$ cat src/sv/dro_pkg.sv
// Shared types and constants for the gauge readout core.
package dro_pkg;

    localparam int unsigned AXES    = 3;
    localparam int unsigned AXIS_W  = 2;
    localparam int unsigned MAG_W   = 20;
    localparam int unsigned VAL_W   = 21;
    localparam int unsigned DIFF_W  = 22;
    localparam int unsigned DISP_W  = 23;
    localparam int unsigned CNT_W   = 5;
    localparam int unsigned BYTE_W  = 8;
    localparam int unsigned SIGN_BIT = 4;

    localparam logic ACT_FRAME = 1'b0;
    localparam logic ACT_ZERO  = 1'b1;

    localparam logic [1:0] CFG_FIRST_MODE  = 2'd0;
    localparam logic [1:0] CFG_SECOND_MODE = 2'd1;
    localparam logic [1:0] CFG_RETRY_LIMIT = 2'd2;

    localparam logic [1:0] FIRST_X  = 2'd0;
    localparam logic [1:0] FIRST_XY = 2'd1;
    localparam logic [1:0] FIRST_XZ = 2'd2;

    localparam logic SECOND_Y  = 1'b0;
    localparam logic SECOND_YZ = 1'b1;

    localparam logic [CNT_W-1:0] RETRY_RESET = 5'd30;
    localparam logic [CNT_W-1:0] CNT_MAX     = 5'd31;

    typedef struct packed {
        logic                    is_zero;
        logic                    ok;
        logic [AXIS_W-1:0]       axis;
        logic signed [VAL_W-1:0] value;
    } t_cmd;

    typedef struct packed {
        logic [1:0]       first_mode;
        logic             second_mode;
        logic [CNT_W-1:0] retry_limit;
    } t_cfg;

endpackage

$ cat src/sv/dro_front.sv
// Input stage: takes items, checks the checksum and decodes the signed value.
module dro_front (
    input  logic                          i_clk,
    input  logic                          i_rst_n,
    input  logic                          i_valid,
    output logic                          o_ready,
    input  logic                          i_action,
    input  logic [dro_pkg::AXIS_W-1:0]    i_axis,
    input  logic [dro_pkg::BYTE_W-1:0]    i_low_byte,
    input  logic [dro_pkg::BYTE_W-1:0]    i_mid_byte,
    input  logic [dro_pkg::BYTE_W-1:0]    i_high_byte,
    input  logic [dro_pkg::BYTE_W-1:0]    i_check_byte,
    input  logic                          i_full,
    output logic                          o_push,
    output dro_pkg::t_cmd                 o_cmd
);

    logic                        r_valid;
    dro_pkg::t_cmd               r_cmd;
    dro_pkg::t_cmd               n_cmd;
    logic [dro_pkg::BYTE_W-1:0]  sum;
    logic [dro_pkg::VAL_W-1:0]   mag;

    always_comb begin
        sum = i_low_byte + i_mid_byte + i_high_byte;
        mag = {1'b0, i_high_byte[3:0], i_mid_byte, i_low_byte};
        n_cmd.is_zero = (i_action == dro_pkg::ACT_ZERO);
        n_cmd.ok      = (i_action == dro_pkg::ACT_FRAME) && (sum == i_check_byte);
        n_cmd.axis    = i_axis;
        n_cmd.value   = i_high_byte[dro_pkg::SIGN_BIT] ? -mag : mag;
    end

    assign o_ready = !r_valid || !i_full;
    assign o_push  = r_valid && !i_full;
    assign o_cmd   = r_cmd;

    always_ff @(posedge i_clk) begin
        if (!i_rst_n) begin
            r_valid <= 1'b0;
        end else if (o_ready) begin
            r_valid <= i_valid;
        end
    end

    always_ff @(posedge i_clk) begin
        if (o_ready && i_valid) begin
            r_cmd <= n_cmd;
        end
    end

endmodule

$ cat src/sv/dro_fifo.sv
// Small register queue between the input and update stages.
module dro_fifo #(
    parameter int unsigned DEPTH = 2,
    parameter int unsigned WIDTH = 8
) (
    input  logic             i_clk,
    input  logic             i_rst_n,
    input  logic             i_push,
    input  logic [WIDTH-1:0] i_data,
    output logic             o_full,
    input  logic             i_pop,
    output logic [WIDTH-1:0] o_data,
    output logic             o_empty
);

    localparam int unsigned PTR_W = (DEPTH > 1) ? $clog2(DEPTH) : 1;
    localparam int unsigned CNT_W = $clog2(DEPTH + 1);
    localparam logic [PTR_W-1:0] LAST = PTR_W'(DEPTH - 1);
    localparam logic [CNT_W-1:0] FULL_CNT = CNT_W'(DEPTH);

    logic [WIDTH-1:0] r_mem [DEPTH];
    logic [PTR_W-1:0] r_wr_ptr;
    logic [PTR_W-1:0] r_rd_ptr;
    logic [CNT_W-1:0] r_count;
    logic             do_push;
    logic             do_pop;

    assign o_full  = (r_count == FULL_CNT);
    assign o_empty = (r_count == '0);
    assign o_data  = r_mem[r_rd_ptr];
    assign do_push = i_push && !o_full;
    assign do_pop  = i_pop && !o_empty;

    always_ff @(posedge i_clk) begin
        if (!i_rst_n) begin
            r_wr_ptr <= '0;
            r_rd_ptr <= '0;
            r_count  <= '0;
        end else begin
            if (do_push) begin
                r_wr_ptr <= (r_wr_ptr == LAST) ? '0 : r_wr_ptr + 1'b1;
            end
            if (do_pop) begin
                r_rd_ptr <= (r_rd_ptr == LAST) ? '0 : r_rd_ptr + 1'b1;
            end
            if (do_push && !do_pop) begin
                r_count <= r_count + 1'b1;
            end else if (do_pop && !do_push) begin
                r_count <= r_count - 1'b1;
            end
        end
    end

    always_ff @(posedge i_clk) begin
        if (do_push) begin
            r_mem[r_wr_ptr] <= i_data;
        end
    end

endmodule

$ cat src/sv/dro_back.sv
// Update stage: applies items to the axis state and registers the displays.
module dro_back (
    input  logic                                 i_clk,
    input  logic                                 i_rst_n,
    input  dro_pkg::t_cmd                        i_cmd,
    input  logic                                 i_empty,
    output logic                                 o_pop,
    input  dro_pkg::t_cfg                        i_cfg,
    output logic                                 o_valid,
    input  logic                                 i_ready,
    output logic                                 o_frame_ok,
    output logic signed [dro_pkg::DISP_W-1:0]    o_first_display,
    output logic signed [dro_pkg::DISP_W-1:0]    o_second_display,
    output logic signed [dro_pkg::DIFF_W-1:0]    o_third_display
);

    logic signed [dro_pkg::VAL_W-1:0]  r_val [dro_pkg::AXES];
    logic signed [dro_pkg::VAL_W-1:0]  r_off [dro_pkg::AXES];
    logic        [dro_pkg::CNT_W-1:0]  r_cnt [dro_pkg::AXES];
    logic signed [dro_pkg::VAL_W-1:0]  n_val [dro_pkg::AXES];
    logic signed [dro_pkg::VAL_W-1:0]  n_off [dro_pkg::AXES];
    logic        [dro_pkg::CNT_W-1:0]  n_cnt [dro_pkg::AXES];
    logic        [dro_pkg::CNT_W-1:0]  cnt_inc [dro_pkg::AXES];
    logic signed [dro_pkg::DIFF_W-1:0] diff [dro_pkg::AXES];
    logic signed [dro_pkg::DISP_W-1:0] first;
    logic signed [dro_pkg::DISP_W-1:0] second;
    logic                              r_valid;
    logic                              r_frame_ok;
    logic signed [dro_pkg::DISP_W-1:0] r_first;
    logic signed [dro_pkg::DISP_W-1:0] r_second;
    logic signed [dro_pkg::DIFF_W-1:0] r_third;

    assign o_pop = !i_empty && (!r_valid || i_ready);

    always_comb begin
        for (int k = 0; k < dro_pkg::AXES; k++) begin
            n_val[k]   = r_val[k];
            n_off[k]   = r_off[k];
            n_cnt[k]   = r_cnt[k];
            cnt_inc[k] = (r_cnt[k] == dro_pkg::CNT_MAX) ? r_cnt[k] : r_cnt[k] + 1'b1;
            if (o_pop && (i_cmd.axis == dro_pkg::AXIS_W'(k))) begin
                if (i_cmd.is_zero) begin
                    n_off[k] = r_val[k];
                end else if (i_cmd.ok) begin
                    n_val[k] = i_cmd.value;
                    n_cnt[k] = '0;
                end else begin
                    n_cnt[k] = cnt_inc[k];
                    if (cnt_inc[k] >= i_cfg.retry_limit) begin
                        n_val[k] = '0;
                    end
                end
            end
            diff[k] = dro_pkg::DIFF_W'(n_val[k]) - dro_pkg::DIFF_W'(n_off[k]);
        end

        case (i_cfg.first_mode)
            dro_pkg::FIRST_XY: first = dro_pkg::DISP_W'(diff[0]) + dro_pkg::DISP_W'(diff[1]);
            dro_pkg::FIRST_XZ: first = dro_pkg::DISP_W'(diff[0]) + dro_pkg::DISP_W'(diff[2]);
            default:           first = dro_pkg::DISP_W'(diff[0]);
        endcase

        if (i_cfg.second_mode == dro_pkg::SECOND_YZ) begin
            second = dro_pkg::DISP_W'(diff[1]) + dro_pkg::DISP_W'(diff[2]);
        end else begin
            second = dro_pkg::DISP_W'(diff[1]);
        end
    end

    always_ff @(posedge i_clk) begin
        if (!i_rst_n) begin
            r_valid <= 1'b0;
            for (int k = 0; k < dro_pkg::AXES; k++) begin
                r_val[k] <= '0;
                r_off[k] <= '0;
                r_cnt[k] <= '0;
            end
        end else begin
            if (o_pop) begin
                r_valid <= 1'b1;
            end else if (i_ready) begin
                r_valid <= 1'b0;
            end
            for (int k = 0; k < dro_pkg::AXES; k++) begin
                r_val[k] <= n_val[k];
                r_off[k] <= n_off[k];
                r_cnt[k] <= n_cnt[k];
            end
        end
    end

    always_ff @(posedge i_clk) begin
        if (o_pop) begin
            r_frame_ok <= i_cmd.ok;
            r_first    <= first;
            r_second   <= second;
            r_third    <= diff[2];
        end
    end

    assign o_valid          = r_valid;
    assign o_frame_ok       = r_frame_ok;
    assign o_first_display  = r_first;
    assign o_second_display = r_second;
    assign o_third_display  = r_third;

endmodule

$ cat src/sv/dro_gauge_frame_axis_readout_core.sv
// An accepted item's result passes through the input register, the queue and the output
// register. Throughput: one item per cycle while the output is not stalled; the output
// register lets input continue while a result waits.
// The queue of QUEUE_DEPTH entries absorbs output stalls before the input stalls.
// Reset (synchronous, active low) clears all axis values, offsets and bad-frame counts,
// empties the pipeline and sets display modes to 0 and the retry limit to 30.
module dro_gauge_frame_axis_readout_core #(
    parameter int unsigned QUEUE_DEPTH = 2
) (
    input  logic                                 i_clk,
    input  logic                                 i_rst_n,
    input  logic                                 i_cfg_we,
    input  logic [1:0]                           i_cfg_addr,
    input  logic [dro_pkg::CNT_W-1:0]            i_cfg_wdata,
    input  logic                                 i_valid,
    output logic                                 o_ready,
    input  logic                                 i_action,
    input  logic [dro_pkg::AXIS_W-1:0]           i_axis,
    input  logic [dro_pkg::BYTE_W-1:0]           i_low_byte,
    input  logic [dro_pkg::BYTE_W-1:0]           i_mid_byte,
    input  logic [dro_pkg::BYTE_W-1:0]           i_high_byte,
    input  logic [dro_pkg::BYTE_W-1:0]           i_check_byte,
    output logic                                 o_valid,
    input  logic                                 i_ready,
    output logic                                 o_frame_ok,
    output logic signed [dro_pkg::DISP_W-1:0]    o_first_display,
    output logic signed [dro_pkg::DISP_W-1:0]    o_second_display,
    output logic signed [dro_pkg::DIFF_W-1:0]    o_third_display
);

    dro_pkg::t_cfg r_cfg;
    dro_pkg::t_cmd push_cmd;
    dro_pkg::t_cmd pop_cmd;
    logic          push;
    logic          pop;
    logic          full;
    logic          empty;

    always_ff @(posedge i_clk) begin
        if (!i_rst_n) begin
            r_cfg.first_mode  <= dro_pkg::FIRST_X;
            r_cfg.second_mode <= dro_pkg::SECOND_Y;
            r_cfg.retry_limit <= dro_pkg::RETRY_RESET;
        end else if (i_cfg_we) begin
            case (i_cfg_addr)
                dro_pkg::CFG_FIRST_MODE:  r_cfg.first_mode  <= i_cfg_wdata[1:0];
                dro_pkg::CFG_SECOND_MODE: r_cfg.second_mode <= i_cfg_wdata[0];
                dro_pkg::CFG_RETRY_LIMIT: r_cfg.retry_limit <= i_cfg_wdata;
                default: ;
            endcase
        end
    end

    dro_front u_front (
        .i_clk        (i_clk),
        .i_rst_n      (i_rst_n),
        .i_valid      (i_valid),
        .o_ready      (o_ready),
        .i_action     (i_action),
        .i_axis       (i_axis),
        .i_low_byte   (i_low_byte),
        .i_mid_byte   (i_mid_byte),
        .i_high_byte  (i_high_byte),
        .i_check_byte (i_check_byte),
        .i_full       (full),
        .o_push       (push),
        .o_cmd        (push_cmd)
    );

    dro_fifo #(
        .DEPTH (QUEUE_DEPTH),
        .WIDTH ($bits(dro_pkg::t_cmd))
    ) u_fifo (
        .i_clk   (i_clk),
        .i_rst_n (i_rst_n),
        .i_push  (push),
        .i_data  (push_cmd),
        .o_full  (full),
        .i_pop   (pop),
        .o_data  (pop_cmd),
        .o_empty (empty)
    );

    dro_back u_back (
        .i_clk            (i_clk),
        .i_rst_n          (i_rst_n),
        .i_cmd            (pop_cmd),
        .i_empty          (empty),
        .o_pop            (pop),
        .i_cfg            (r_cfg),
        .o_valid          (o_valid),
        .i_ready          (i_ready),
        .o_frame_ok       (o_frame_ok),
        .o_first_display  (o_first_display),
        .o_second_display (o_second_display),
        .o_third_display  (o_third_display)
    );

endmodule

$ cat config.mk
export PLATFORM = sky130hd
export DESIGN_NAME = dro_gauge_frame_axis_readout_core
export DESIGN_NICKNAME = d
export VERILOG_FILES = /design/src/sv/dro_pkg.sv /design/src/sv/dro_front.sv /design/src/sv/dro_fifo.sv /design/src/sv/dro_back.sv /design/src/sv/dro_gauge_frame_axis_readout_core.sv
export SDC_FILE = /design/constraint.sdc
export NUM_CORES = 1
export LEC_CHECK = 0
export BUFFER_PORTS_ARGS = -buffer_cell sky130_fd_sc_hd__buf_2
export CELL_PAD_IN_SITES_DETAIL_PLACEMENT = 0
export CELL_PAD_IN_SITES_GLOBAL_PLACEMENT = 1
export CORE_AREA = 2 2 206 208
export CTS_CLUSTER_DIAMETER = 30
export DETAILED_ROUTE_END_ITERATION = 8
export DIE_AREA = 0 0 208 210
export PLACE_DENSITY_LB_ADDON = 0.15
export REMOVE_ABC_BUFFERS = 1
export SLEW_MARGIN = 10
export SYNTH_ARGS = -nofsm -noshare
export SYNTH_HDL_FRONTEND = slang
export SYNTH_SLANG_ARGS = --single-unit
export TNS_END_PERCENT = 100
$ cat constraint.sdc
create_clock -name i_clk -period 6.87 [get_ports i_clk]
set_input_delay 0.3435 -clock i_clk [delete_from_list [all_inputs] [get_ports i_clk]]
set_output_delay 0.3435 -clock i_clk [all_outputs]
set_load 0.01 [all_outputs]
==> reports/results.tsv <==
stage	metric	value	unit
route	Iteration-0 DRC Markers	605	
cells_and_area	n_diodes	0	
critical_path	Critical Path RT	7170	ps
min_path	Hold Crit Class	input port to flop	
logic_synthesis	register area share after synthesis	41.16	%
timing	Worst Tran Pin Value	1097	ps
floorplan	Initial Util	43.62	%
logic_synthesis	Yosys cell types	75	
floorplan	Die ar.	43680	sq um
floorplan	I/O Pins	118	
logic_synthesis	yosys warns	0	
floorplan	die width	208	microns
logic_synthesis	Syn Std Cell Area	18090	sq um
timing	Fmax	151.5	MHz
logic_synthesis	complex-gate fraction of the synthesized area	17.76	%
grt	number of global-route vias before repair	13610	
power_and_ir_drop	maximum vdd drop	0.2596	mV
grt	GRT Overall Usage	20.36	%
grt	largest net degree at the start of global routing	112	
critical_path	Crit Path Category	flop to flop	
floorplan	core box area	41480	sq um
route	DRC violations left	0	
cells_and_area	Final #Nets	2148	
route	drt first pass iters	5	
timing	Setup WS post-layout	267.2	ps
placed_design	worst slack, placed	-757.3	ps
floorplan	die height	210	microns
power_and_ir_drop	total power	10.99	mW
timing	Final Hold Viols	0	
logic_synthesis	number of synthesized register bits	300	
logic_synthesis	Syn Inst Count	1780	
timing	unrepaired setup endpoints after global routing	true	
cells_and_area	most common cell after layout, fill and taps aside	dfxtp_1	
critical_path	Worst Path Arrival	6900	ps
logic_synthesis	adder-cell share of the synthesized area	10.71	%
critical_path	Startpoint Class	flop	
placed_design	dpl hpwl	34.16	mm
clocking	Clk Latency, worst-skew pair	560	ps
route	final WL	44.85	mm
critical_path	CP Max Fanout	6	
clocking	TritonCTS clock tree	yes	
grt	total grt overflow	0	
placed_design	Placed Cells	2406	
cells_and_area	area grow syn2layout	23.15	%
grt	initial antenna violation count	0	
critical_path	Crit-path slowest cell	a2111oi_4	
placed_design	instance area at placement	19370	sq um
clocking	clock buffer depth	3	
timing	headroom to the max-slew limit	26.85	%
grt	first-pass GRT wire length	71.23	mm
cells_and_area	commonest non-fill, non-tap cells in the layout	dfxtp_1 (155), edfxtp_1 (144), ha_1 (130), nand2_1 (116), buf_2 (116)	
route	met1 WL	21.18	mm
logic_synthesis	Post-Synth XOR/XNOR Area	6.100	%
clocking	Num CTS Buffers	69	
route	wire length on met2	20.49	mm
power_and_ir_drop	pwr dens	493.1	nW/um^2
route	vias per cell	5.420	
route	met3 wire length	2.391	mm
logic_synthesis	post-synthesis mux area share	7.414	%
placed_design	PortBufs	117	
timing	Setup violations, final	0	
critical_path	most used cell, CP	a21o_1	
logic_synthesis	largest family of logic cells by synthesized area	compound AO/OA/AOI/OAI gates	
critical_path	crit-path max cell delay	420	ps
timing	Period minus WS final	6603	ps
route	antenna-violating nets left	0	
timing	clk_skew	14.54	ps
timing	Final Slew Violations	0	
route	WL/cell	17.62	microns
critical_path	Crit. End Element	flop	
logic_synthesis	Synth Flop Type	dfxtp_1	
logic_synthesis	number of flops mapped to enable cells by yosys	144	
logic_synthesis	post-synthesis simple-gate area fraction	13.98	%
cells_and_area	Storage cell area	7448	sq um
logic_synthesis	Synth Area per Inst	10.16	sq um
floorplan	# rows	75	
cells_and_area	Fill cells	3683	
timing	fin crit share	96.11	%
logic_synthesis	Async SR Flop Fraction	0	%
route	Vias	13790	
run	max cap viols	0	
timing	WHS	28.42	ps
run_status	outcome	completed	
clocking	H-tree levels	3	
clocking	CTS sink count	300	
clocking	root buffer cell	clkbuf_16	
cells_and_area	post-route cell area	22280	sq um
clocking	clk slew on worst S/H paths	40	ps
cells_and_area	Multi-input gate area	10550	sq um
route	Max Used Layer	met4	
cells_and_area	share of layout cells above drive strength 1	20.34	%
cells_and_area	Layout Cells excl Fill	2545	
placed_design	Routability Congestion	0.8643	
power_and_ir_drop	Pleak	9.283	nW
## per-stage QoR
| stage | TNS [ps] | utilization (%) |
|---|---|---|
| floorplan | -21080 | - |
| global placement | -578.1 | 46.71 |
| detailed placement | -780.9 | 46.71 |
| CTS | 0 | 52.64 |
| global route | -107.2 | 53.71 |
| finish | 0 | 53.71 |
## cells by family after synthesis
| family | Yosys count |
|---|---|
| fa+ha+maj | 147 |
| xor+xnor | 126 |
| compound gates | 457 |
| flops | 300 |
| simple gates | 490 |
| mux | 129 |
| buf+inv | 131 |
## worst paths after layout
path	cells after the start	end	from	slack (ps)
worst max register to register	30	u_back.o_first_display[20]	u_back.r_cnt[0][11]	270
worst max-delay path	30	u_back.o_first_display[20]	u_back.r_cnt[0][11]	270
worst min register to register	0	u_fifo.r_mem[1][0]	u_front.o_cmd[0]	440
worst min-delay path	3	r_cfg[3]	i_cfg_wdata[3]	30
## metal layers
metal / up-vias / GRT usage, %
met3: 58 / 3.710
met4: 0 / 6.334
met1: 6525 / 27.06
li1: 6887 / -
met2: 323 / 33.80
met5: - / 0
## what timing repair did
action / in CTS / in global routing
hold endpoints to repair: 6 / 0
gates cloned: 0 / 0
setup buffers: 0 / 10
hold buffers: 6 / 0
endpoints found under the setup margin: 5 / 16
resized for setup: 10 / 75
pin swaps: 0 / 18
## state kept, by name (all words and copies together), names as in the netlist, 2 cells and up, named ones only
register / cells
u_back.r_cnt: 15
u_back.o_first_display: 23
r_cfg: 8
u_fifo.r_mem: 50
u_back.r_val: 63
u_front.o_cmd: 25
u_fifo.r_count: 2
u_back.o_third_display: 22
u_back.r_off: 63
u_back.o_second_display: 23
## where the power goes
part / total [mW] / internal (mW) / switching, mW
clock network: 3.30 / 2.29 / 1.01
registers: 2.43 / 2.34 / 0.0909
logic: 5.25 / 2.17 / 3.08
## critical path: cells and delay by family, from the launching register on
family	cells	cell delay (ps)
adder cells (fa/ha/maj)	4	1100
AND/OR/NAND/NOR	6	810
multiplexers	2	390
AO/OA/AOI/OAI	14	3080
flip-flops	1	370
XOR/XNOR	2	260
buffers and inverters	2	320
## cells in the mapped netlist (5+ instances only)
cell type  number  area share (%)
dfxtp_1       156              17
edfxtp_1      144              24
ha_1          134             9.3
nand2_1       117             2.4
o21ai_0        94             2.6
mux2i_1        89             4.9
nor2_1         86             1.8
xnor2_1        86             4.2
nor2b_1        82             2.8
a21oi_1        76             2.1
and2_1         71             2.5
inv_1          64             1.3
a21o_1         51             2.1
a22o_1         44             2.1
clkbuf_1       44            0.91
mux2_2         40             2.5
xor2_1         40             1.9
nand3_1        32            0.89
nor3_1         25            0.69
o21a_1         18            0.75
a21boi_0       17            0.71
buf_2          17            0.47
o2bb2ai_1      16            0.77
a211oi_1       15            0.62
nand2b_1       15            0.52
o21bai_1       15            0.62
and3_1         14            0.48
fa_1           13             1.4
o31ai_1        13            0.54
a31oi_1        11            0.38
o211ai_1        9            0.37
o31a_1          9            0.44
or2_2           8            0.28
or3_1           7            0.24
nand3b_1        6            0.25
nand4_1         6            0.21
o21ai_1         6            0.17
o22ai_1         6            0.21
a211oi_2        5            0.35
a32oi_1         5            0.24
buf_1           5            0.10
## layout make-up
cell class / instances / area share, %
Clock buffer: 80 / 8.126
Clock inverter: 43 / 2.421
Inverter: 64 / 1.078
Multi-Input combinational cell: 1349 / 47.37
Sequential cell: 300 / 33.43
Tap cell: 539 / 3.027
Timing Repair Buffer: 170 / 4.543
Power figures use the tool's default switching activity.
